$ cat config.mk
export PLATFORM = sky130hd
export DESIGN_NAME = rsbc_back
export DESIGN_NICKNAME = d
export VERILOG_FILES = /design/src/rtl/rsbc_pkg.sv /design/src/rtl/rsbc_back.sv
export SDC_FILE = /design/constraint.sdc
export NUM_CORES = 2
export LEC_CHECK = 0
export BUFFER_PORTS_ARGS = -buffer_cell sky130_fd_sc_hd__buf_2
export CORE_ASPECT_RATIO = 0.8
export CORE_MARGIN = 2
export CORE_UTILIZATION = 48
export CTS_BUF_LIST = sky130_fd_sc_hd__clkbuf_4
export CTS_CLUSTER_DIAMETER = 120
export CTS_CLUSTER_SIZE = 20
export DETAILED_ROUTE_END_ITERATION = 8
export PLACE_DENSITY_LB_ADDON = 0.1
export SLEW_MARGIN = 20
export SYNTH_ARGS = -nofsm -noshare
export SYNTH_HDL_FRONTEND = slang
export SYNTH_SLANG_ARGS = --single-unit
$ cat constraint.sdc
create_clock -name clk_i -period 17.6 [get_ports clk_i]
set_input_delay 2.64 -clock clk_i [delete_from_list [all_inputs] [get_ports clk_i]]
set_output_delay 2.64 -clock clk_i [all_outputs]
set_load 0.005 [all_outputs]
$ cat src/rtl/rsbc_pkg.sv
package rsbc_pkg;

  localparam int COORD_BITS   = 32;
  localparam int TOL_BITS     = 16;
  localparam int TOL_RESET    = 655;
  localparam int CFG_IDX_BITS = 3;
  localparam int IN_W         = 6 * COORD_BITS;
  localparam int OUT_W        = 8;

  localparam int DIF_W      = COORD_BITS + 1;
  localparam int MAG_W      = COORD_BITS + 1;
  localparam int PROD_W     = 2 * MAG_W;
  localparam int PT_W       = COORD_BITS + 3;
  localparam int DIV_STAGES = MAG_W;

  typedef logic signed [COORD_BITS-1:0] coord_t;
  typedef logic signed [DIF_W-1:0]      dif_t;
  typedef logic        [MAG_W-1:0]      mag_t;
  typedef logic        [PROD_W-1:0]     prod_t;
  typedef logic signed [PT_W-1:0]       pt_t;

  typedef enum logic [1:0] {
    AXIS_X,
    AXIS_Y,
    AXIS_Z
  } axis_e;

  typedef enum logic [CFG_IDX_BITS-1:0] {
    REG_START_X,
    REG_START_Y,
    REG_START_Z,
    REG_END_X,
    REG_END_Y,
    REG_END_Z,
    REG_TOLERANCE
  } reg_idx_e;

  typedef struct packed {
    coord_t [2:0]        s;
    coord_t [2:0]        e;
    logic [TOL_BITS-1:0] tol;
  } seg_cfg_t;

  typedef struct packed {
    logic             rej;
    logic             zero;
    axis_e            ax;
    dif_t [1:0]       d;
    logic [1:0][1:0]  neg;
    coord_t [2:0]     lo;
    coord_t [2:0]     hi;
  } side_t;

  typedef struct packed {
    logic rej;
    logic zero;
  } stat_t;

  function automatic axis_e other_axis(axis_e ax, logic sel);
    axis_e r;
    unique case (ax)
      AXIS_X:  r = sel ? AXIS_Z : AXIS_Y;
      AXIS_Y:  r = sel ? AXIS_Z : AXIS_X;
      default: r = sel ? AXIS_Y : AXIS_X;
    endcase
    return r;
  endfunction

endpackage

$ cat src/rtl/rsbc_back.sv
module rsbc_back (
  input  logic                      clk_i,
  input  logic                      rst_ni,
  input  logic                      adv_i,
  input  logic                      valid_i,
  input  rsbc_pkg::side_t           side_i,
  input  rsbc_pkg::mag_t [1:0][1:0] quo_i,
  input  rsbc_pkg::seg_cfg_t        cfg_i,
  output logic                      valid_o,
  output logic                      may_cross_o,
  output rsbc_pkg::stat_t           stat_o
);

  logic                 vld_q;
  rsbc_pkg::pt_t [1:0][2:0] pt_q, pt_d;
  rsbc_pkg::pt_t [2:0]  lw_q, hw_q, lw_d, hw_d;
  rsbc_pkg::stat_t      stat_q;
  logic                 overlap;

  always_comb begin
    rsbc_pkg::pt_t sq;
    logic          sel;
    sel = 1'b0;
    for (int i = 0; i < 3; i++) begin
      lw_d[i] = rsbc_pkg::pt_t'(side_i.lo[i]) - rsbc_pkg::pt_t'(cfg_i.tol);
      hw_d[i] = rsbc_pkg::pt_t'(side_i.hi[i]) + rsbc_pkg::pt_t'(cfg_i.tol);
      sel     = (rsbc_pkg::other_axis(side_i.ax, 1'b1) == rsbc_pkg::axis_e'(i));
      for (int k = 0; k < 2; k++) begin
        sq = rsbc_pkg::pt_t'(quo_i[k][sel]);
        if (side_i.neg[k][sel]) begin
          sq = -sq;
        end
        if (side_i.ax == rsbc_pkg::axis_e'(i)) begin
          pt_d[k][i] = rsbc_pkg::pt_t'(cfg_i.s[i]) + rsbc_pkg::pt_t'(side_i.d[k]);
        end else begin
          pt_d[k][i] = rsbc_pkg::pt_t'(cfg_i.s[i]) + sq;
        end
      end
    end
  end

  always_comb begin
    rsbc_pkg::pt_t pmin;
    rsbc_pkg::pt_t pmax;
    overlap = 1'b1;
    for (int i = 0; i < 3; i++) begin
      pmin = (pt_q[0][i] < pt_q[1][i]) ? pt_q[0][i] : pt_q[1][i];
      pmax = (pt_q[0][i] < pt_q[1][i]) ? pt_q[1][i] : pt_q[0][i];
      if ((lw_q[i] > pmax) || (hw_q[i] < pmin)) begin
        overlap = 1'b0;
      end
    end
  end

  always_ff @(posedge clk_i or negedge rst_ni) begin
    if (!rst_ni) begin
      vld_q <= 1'b0;
    end else if (adv_i) begin
      vld_q <= valid_i;
    end
  end

  always_ff @(posedge clk_i) begin
    if (adv_i) begin
      pt_q        <= pt_d;
      lw_q        <= lw_d;
      hw_q        <= hw_d;
      stat_q.rej  <= side_i.rej;
      stat_q.zero <= side_i.zero;
    end
  end

  assign valid_o     = vld_q;
  assign stat_o      = stat_q;
  assign may_cross_o = !stat_q.rej && (stat_q.zero || overlap);

endmodule

## Word level (Yosys, flattened, before mapping)

Index checks and enable logic that the tools add are counted.

| storage, ports and cells | value |
|---|---|
| register bits | 423 |
| output and inout port bits | 4 |
| logic and storage cells | 110 |

| operators by class | value |
|---|---|
| $add $sub $neg | 24 |
| magnitude comparators | 12 |
| equality and inequality tests | 4 |
| muxes and demuxes | 46 |
| reduce and logical (&&, ||, !) cells | 9 |

Operator list:

| operator | count |
|---|---|
| 35-bit 2-to-1 mux | 18 |
| 33-bit 2-to-1 mux | 12 |
| 32-bit by 35-bit adder with 35-bit output | 6 |
| 35-bit < comparator | 6 |
| 33-bit negator with 35-bit output | 6 |
| 32-bit by 33-bit adder with 34-bit output | 6 |
| 35-bit > comparator | 3 |
| 32-bit by 17-bit adder with 33-bit output | 3 |
| 32-bit by 17-bit subtractor with 33-bit output | 3 |
| 1-bit 2-to-1 mux | 15 |
| 1-bit by 2-bit < comparator with 1-bit output, second input constant | 3 |
| 2-bit by 1-bit == test with 1-bit output, second input constant | 2 |
| 2-bit == test, second input constant | 2 |
| 2-bit logical NOT | 2 |
| 1-bit logical OR | 4 |
| 2-bit 2-to-1 mux | 1 |
| 2-bit OR reduction | 1 |
| 1-bit logical AND | 1 |
| 1-bit logical NOT | 1 |

## Logic depth before layout (Yosys ltp)

| logic depth | value |
|---|---|
| depth in word-level cells | 10 |
| gate-level depth with buffers | 33 |

## Worst setup path after synthesis

No wires, ideal clock.

| timing path | value |
|---|---|
| path kind | input port to flip-flop |
| from | in side_i[263] (netlist name) |
| to | reg pt_q[174] (netlist name) (data pin) |
| arrival time | 8.532 ns |
| required time | 17.328 ns |
| slack | 8.796 ns |
| stages | 31 |
| path buffers | 10 |
| cell sequence | buf_2 buf_4 buf_2 buf_4 buf_4 buf_4 buf_2 buf_4 buf_2 buf_2 mux2i_1 ha_1 o21ai_0 or2_1 nor4_1 o21ai_0 or2_1 nor2_1 a21oi_1 xnor2_1 ha_1 and2_1 a221o_1 nor2_1 a21o_1 a31oi_1 a41o_1 o41ai_1 o21ai_0 xnor2_1 a22oi_1 |

RTL lines:

| item | RTL line | text |
|---|---|---|
| start: declaration | rsbc_back.sv:6 | `input rsbc_pkg::side_t side_i,` |
| end signal: assignment | rsbc_back.sv:65 | `pt_q <= pt_d;` |
| end: declaration | rsbc_back.sv:15 | `rsbc_pkg::pt_t [1:0][2:0] pt_q, pt_d;` |

## Worst setup path after layout

| timing path | value |
|---|---|
| from | reg pt_q[101] (netlist name) |
| to | out may_cross_o |

| between the ends | value |
|---|---|
| word-level cells in the longest chain between the ends | 7 |

Ends and longest elaborated chain:

| item | RTL line | text |
|---|---|---|
| 35-bit < comparator | rsbc_back.sv:47, rsbc_back.sv:48 |  |
| 35-bit 2-to-1 mux, on equally long branches | rsbc_back.sv:48, rsbc_back.sv:47 |  |
| 35-bit > comparator or 35-bit < comparator (tied branches) | rsbc_back.sv:49 | `if ((lw_q[i] > pmax) \|\| (hw_q[i] < pmin)) begin` |
| 1-bit logical OR (*) | rsbc_back.sv:49 |  |
| 1-bit 2-to-1 mux (*) | rsbc_back.sv:49 |  |
| 1-bit logical OR (*) | rsbc_back.sv:75 | `assign may_cross_o = !stat_q.rej && (stat_q.zero \|\| overlap);` |
| 1-bit logical AND (*) | rsbc_back.sv:75 |  |
| end: declaration | rsbc_back.sv:10 | `output logic may_cross_o,` |

Mark *: on every way between the ends. The rest lies on a longest branch, timed or not.

==> impl_metrics.tcl <==
set metrics [dict create \
    synthFlopType "edfxtp_1" \
    min_period_over_period_pct 65.3 \
    synth-seq-cells 411 \
    utilization_pct 52.4 \
    leakage_nw 26.3 \
    status "complete, no violations" \
    hold_depth 1 \
    n_fill_cell 10900 \
    r2r_end "valid_o" \
    layout_setup_ws_ps 6110 \
    min_from "valid_o" \
    fin_crit_ps 11490 \
    routabilityCongestion 1.04 \
    seqCellArea_mm2 0.0123 \
    synth_area_leader_cell "edfxtp_1" \
    reg2reg_from "valid_o" \
    wire_per_inst_um 26.6 \
    nets 8264 \
    vias 51700 \
    grt_setup_unrepaired "false" \
    start_kind "flop" \
    worstRegToRegCells 1 \
    synth.avg_cell_area_um2 8.46 \
    syn2layout_area_growth_pct 8.38 \
    max-slew-margin-rel_pct 11.4 \
    worstHoldEndpoint "valid_o" \
    synth_edf_count 410 \
    totalWireLength_mm 224 \
    cp-end-kind "output pin" \
    grt_pass1_vias 45500 \
    cts_hold_buf 0 \
    setup_violations 0 \
    clock-sinks 411 \
    multiInputGateArea_mm2 0.0402 \
    tritoncts "done" \
    io_pins 614 \
    cap_violations 0 \
    dpl.hpwl_mm 188 \
    finalHoldViolCount 0 \
    drv_slew 0 \
    yosysSeqAreaShare_pct 22.7 \
    track_usage_pct 37.0 \
    clock-root-buffer "clkbuf_4" \
    power_w 0.00507 \
    antenna_found_initial 116 \
    drtIter0Drc 6057 \
    crit_fanout 83 \
    drive_above_1_share_pct 10.0 \
    cts_max_path_buffers 3 \
    ir_drop_mv 0.0666 \
    grt_overflow_total 0 \
    yosysUniqueCellTypes 88 \
    synth_area_mm2 0.0543 \
    post-cts-setup-buffers 0 \
    viasPerCell 6.15 \
    holdWs_ps 541 \
    min_path_type "reg -> reg" \
    dp_slack_ps 7360 \
    core_mm2 0.112 \
    netlist.area_leader.share_pct 22.7 \
    path_clk_slew_ps 250 \
    htree_num_levels 1 \
    port_buffers 517 \
    dr.pass1.iters 6 \
    cts_resized 0 \
    cts_made_buffers 24 \
    reg2reg_setup_slack_ps 16850 \
    path_class "reg -> out" \
    syn-num-nets 7861 \
    cp.required_ps 14960 \
    fmax_mhz 87.1 \
    crit_arrival_ps 8850 \
    grt_start_max_net_pins 161 \
    power_per_cell_area_mw_per_mm2 86.2 \
    fp.dieW_um 380 \
    async_flop_share_pct 0.243 \
    syn_inst 6420 \
    start_util_pct 48.3 \
    yosysWarnings 0 \
    finalSetupTns_ps 0 \
    crit_path_start "pt_q[101]" \
    synth_area_leaders "edfxtp_1 (23%), ha_1 (19%), xnor2_1 (6.6%), a21oi_1 (5.8%), mux2i_1 (4.8%)" \
    clk_latency_ps 1020 \
    fp.dieH_um 305 \
    grt_pass1_wl_mm 314 \
    fin_skew_ps 0 \
    drtAntennaViolNets 0 \
    dieArea_mm2 0.116 \
    rows 110 \
    drc 0 \
    worst_slew_pin_slew_ps 1320 \
]
cell families after synthesis:
family,count (synthesis),synth area share (%)
AO/OA/AOI/OAI,1945,22.3
AND/OR/NAND/NOR,1823,16.2
adder cells (fa/ha/maj),831,19.4
XOR/XNOR,668,10.8
buffers and inverters,459,3.30
flip-flops,411,22.7
multiplexers,283,5.27
metrics by stage:
| stage | cells | area (um^2) |
|---|---|---|
| finish | 8409 | 58800 |
| global route | 8356 | 58700 |
| CTS | 8345 | 58700 |
| detailed placement | 8309 | 58400 |
| global placement | 8309 | 58400 |
| floorplan | 6420 | 54300 |
cells in the mapped netlist, types with 26 or more instances:
master,n
edfxtp_1,410
a211oi_1,65
nand3_1,117
nor2b_1,102
nor3_1,164
o21bai_1,60
clkbuf_1,104
and2_1,41
or2_2,34
or3_1,39
and3_1,53
nand4_1,81
nor4_1,29
mux2i_1,261
xnor2_1,411
buf_2,31
nand2_1,442
nor2_1,528
a21o_1,244
xor2_1,256
a31oi_1,59
a21oi_1,632
ha_1,813
inv_1,294
o21ai_0,448
nand2b_1,104
o21a_1,88
o31ai_1,62
o211ai_1,26
routing by layer:
metal  GRT usage, %  share of wire, %
met5              0              0.20
met4           13.5               4.0
met3           11.0                12
met2           52.9                40
met1           52.3                44
registers in the layout, indices dropped and copies added, names as in the netlist:
| name | cells |
|---|---|
| pt_q | 210 |
| hw_q | 99 |
| lw_q | 99 |
| stat_o | 2 |
| valid_o | 1 |
cell type report:
type,count,share of cell area (%)
multi-input cells,5550,68.4
diodes,64,0.272
flip-flops and latches,411,21.0
repair buffers,542,4.77
well taps,1512,3.22
inverters,294,1.88
clock buffers,34,0.434
clock inverters,2,0.0702
placed cells by master, fill, tap and decap left out, drive strengths merged, types with 19 or more instances in the layout:
master,instances
nand3,117
nand2,444
xnor2,411
or3,41
a31o,19
and2,41
inv,295
a31oi,59
nor3,166
nor2,528
a21boi,25
nor2b,102
mux2,22
buf,542
a211oi,65
and3,53
clkbuf,34
nand2b,104
or2,37
diode,64
o31ai,64
o211ai,26
o21bai,60
o22ai,20
a21o,244
nor4,30
o21ai,455
o41ai,19
o21a,88
xor2,257
a21oi,632
nor3b,25
edfxtp,410
mux2i,261
ha,813
nand4,81
report_power, final:
part,internal [W],total (W),switching (W)
registers,0.00131,0.00142,0.000111
clock network,0.000103,0.000429,0.000326
logic,0.00127,0.00322,0.00195
total,0.00268,0.00507,0.00239
worst max-delay path, cell delays in order, from the launching register on:
cell      delay (ps)
edfxtp_1         460
ha_1             320
nand2_1           80
or3_1            390
a21oi_1          260
a211oi_1         120
o21bai_1         270
a211oi_1         200
a21oi_4          560
buf_4            800
mux2i_1          300
ha_1             370
nand4_1           90
nor4_1          1020
nand2_1          410
a21oi_1          720
nor2_1           160
mux2i_2          780
nand2_1          110
o211a_1          280
buf_2            130
worst max path at each step:
stage,to,slack (ps),depth (start not counted)
after floorplan,pt_q[174],8800,31
after global placement,may_cross_o,7410,20
after detailed placement,may_cross_o,7360,20
after CTS,may_cross_o,6300,20
after global routing,may_cross_o,5880,20
final,may_cross_o,6110,20
Note: power is estimated with default switching activity, not from simulation.
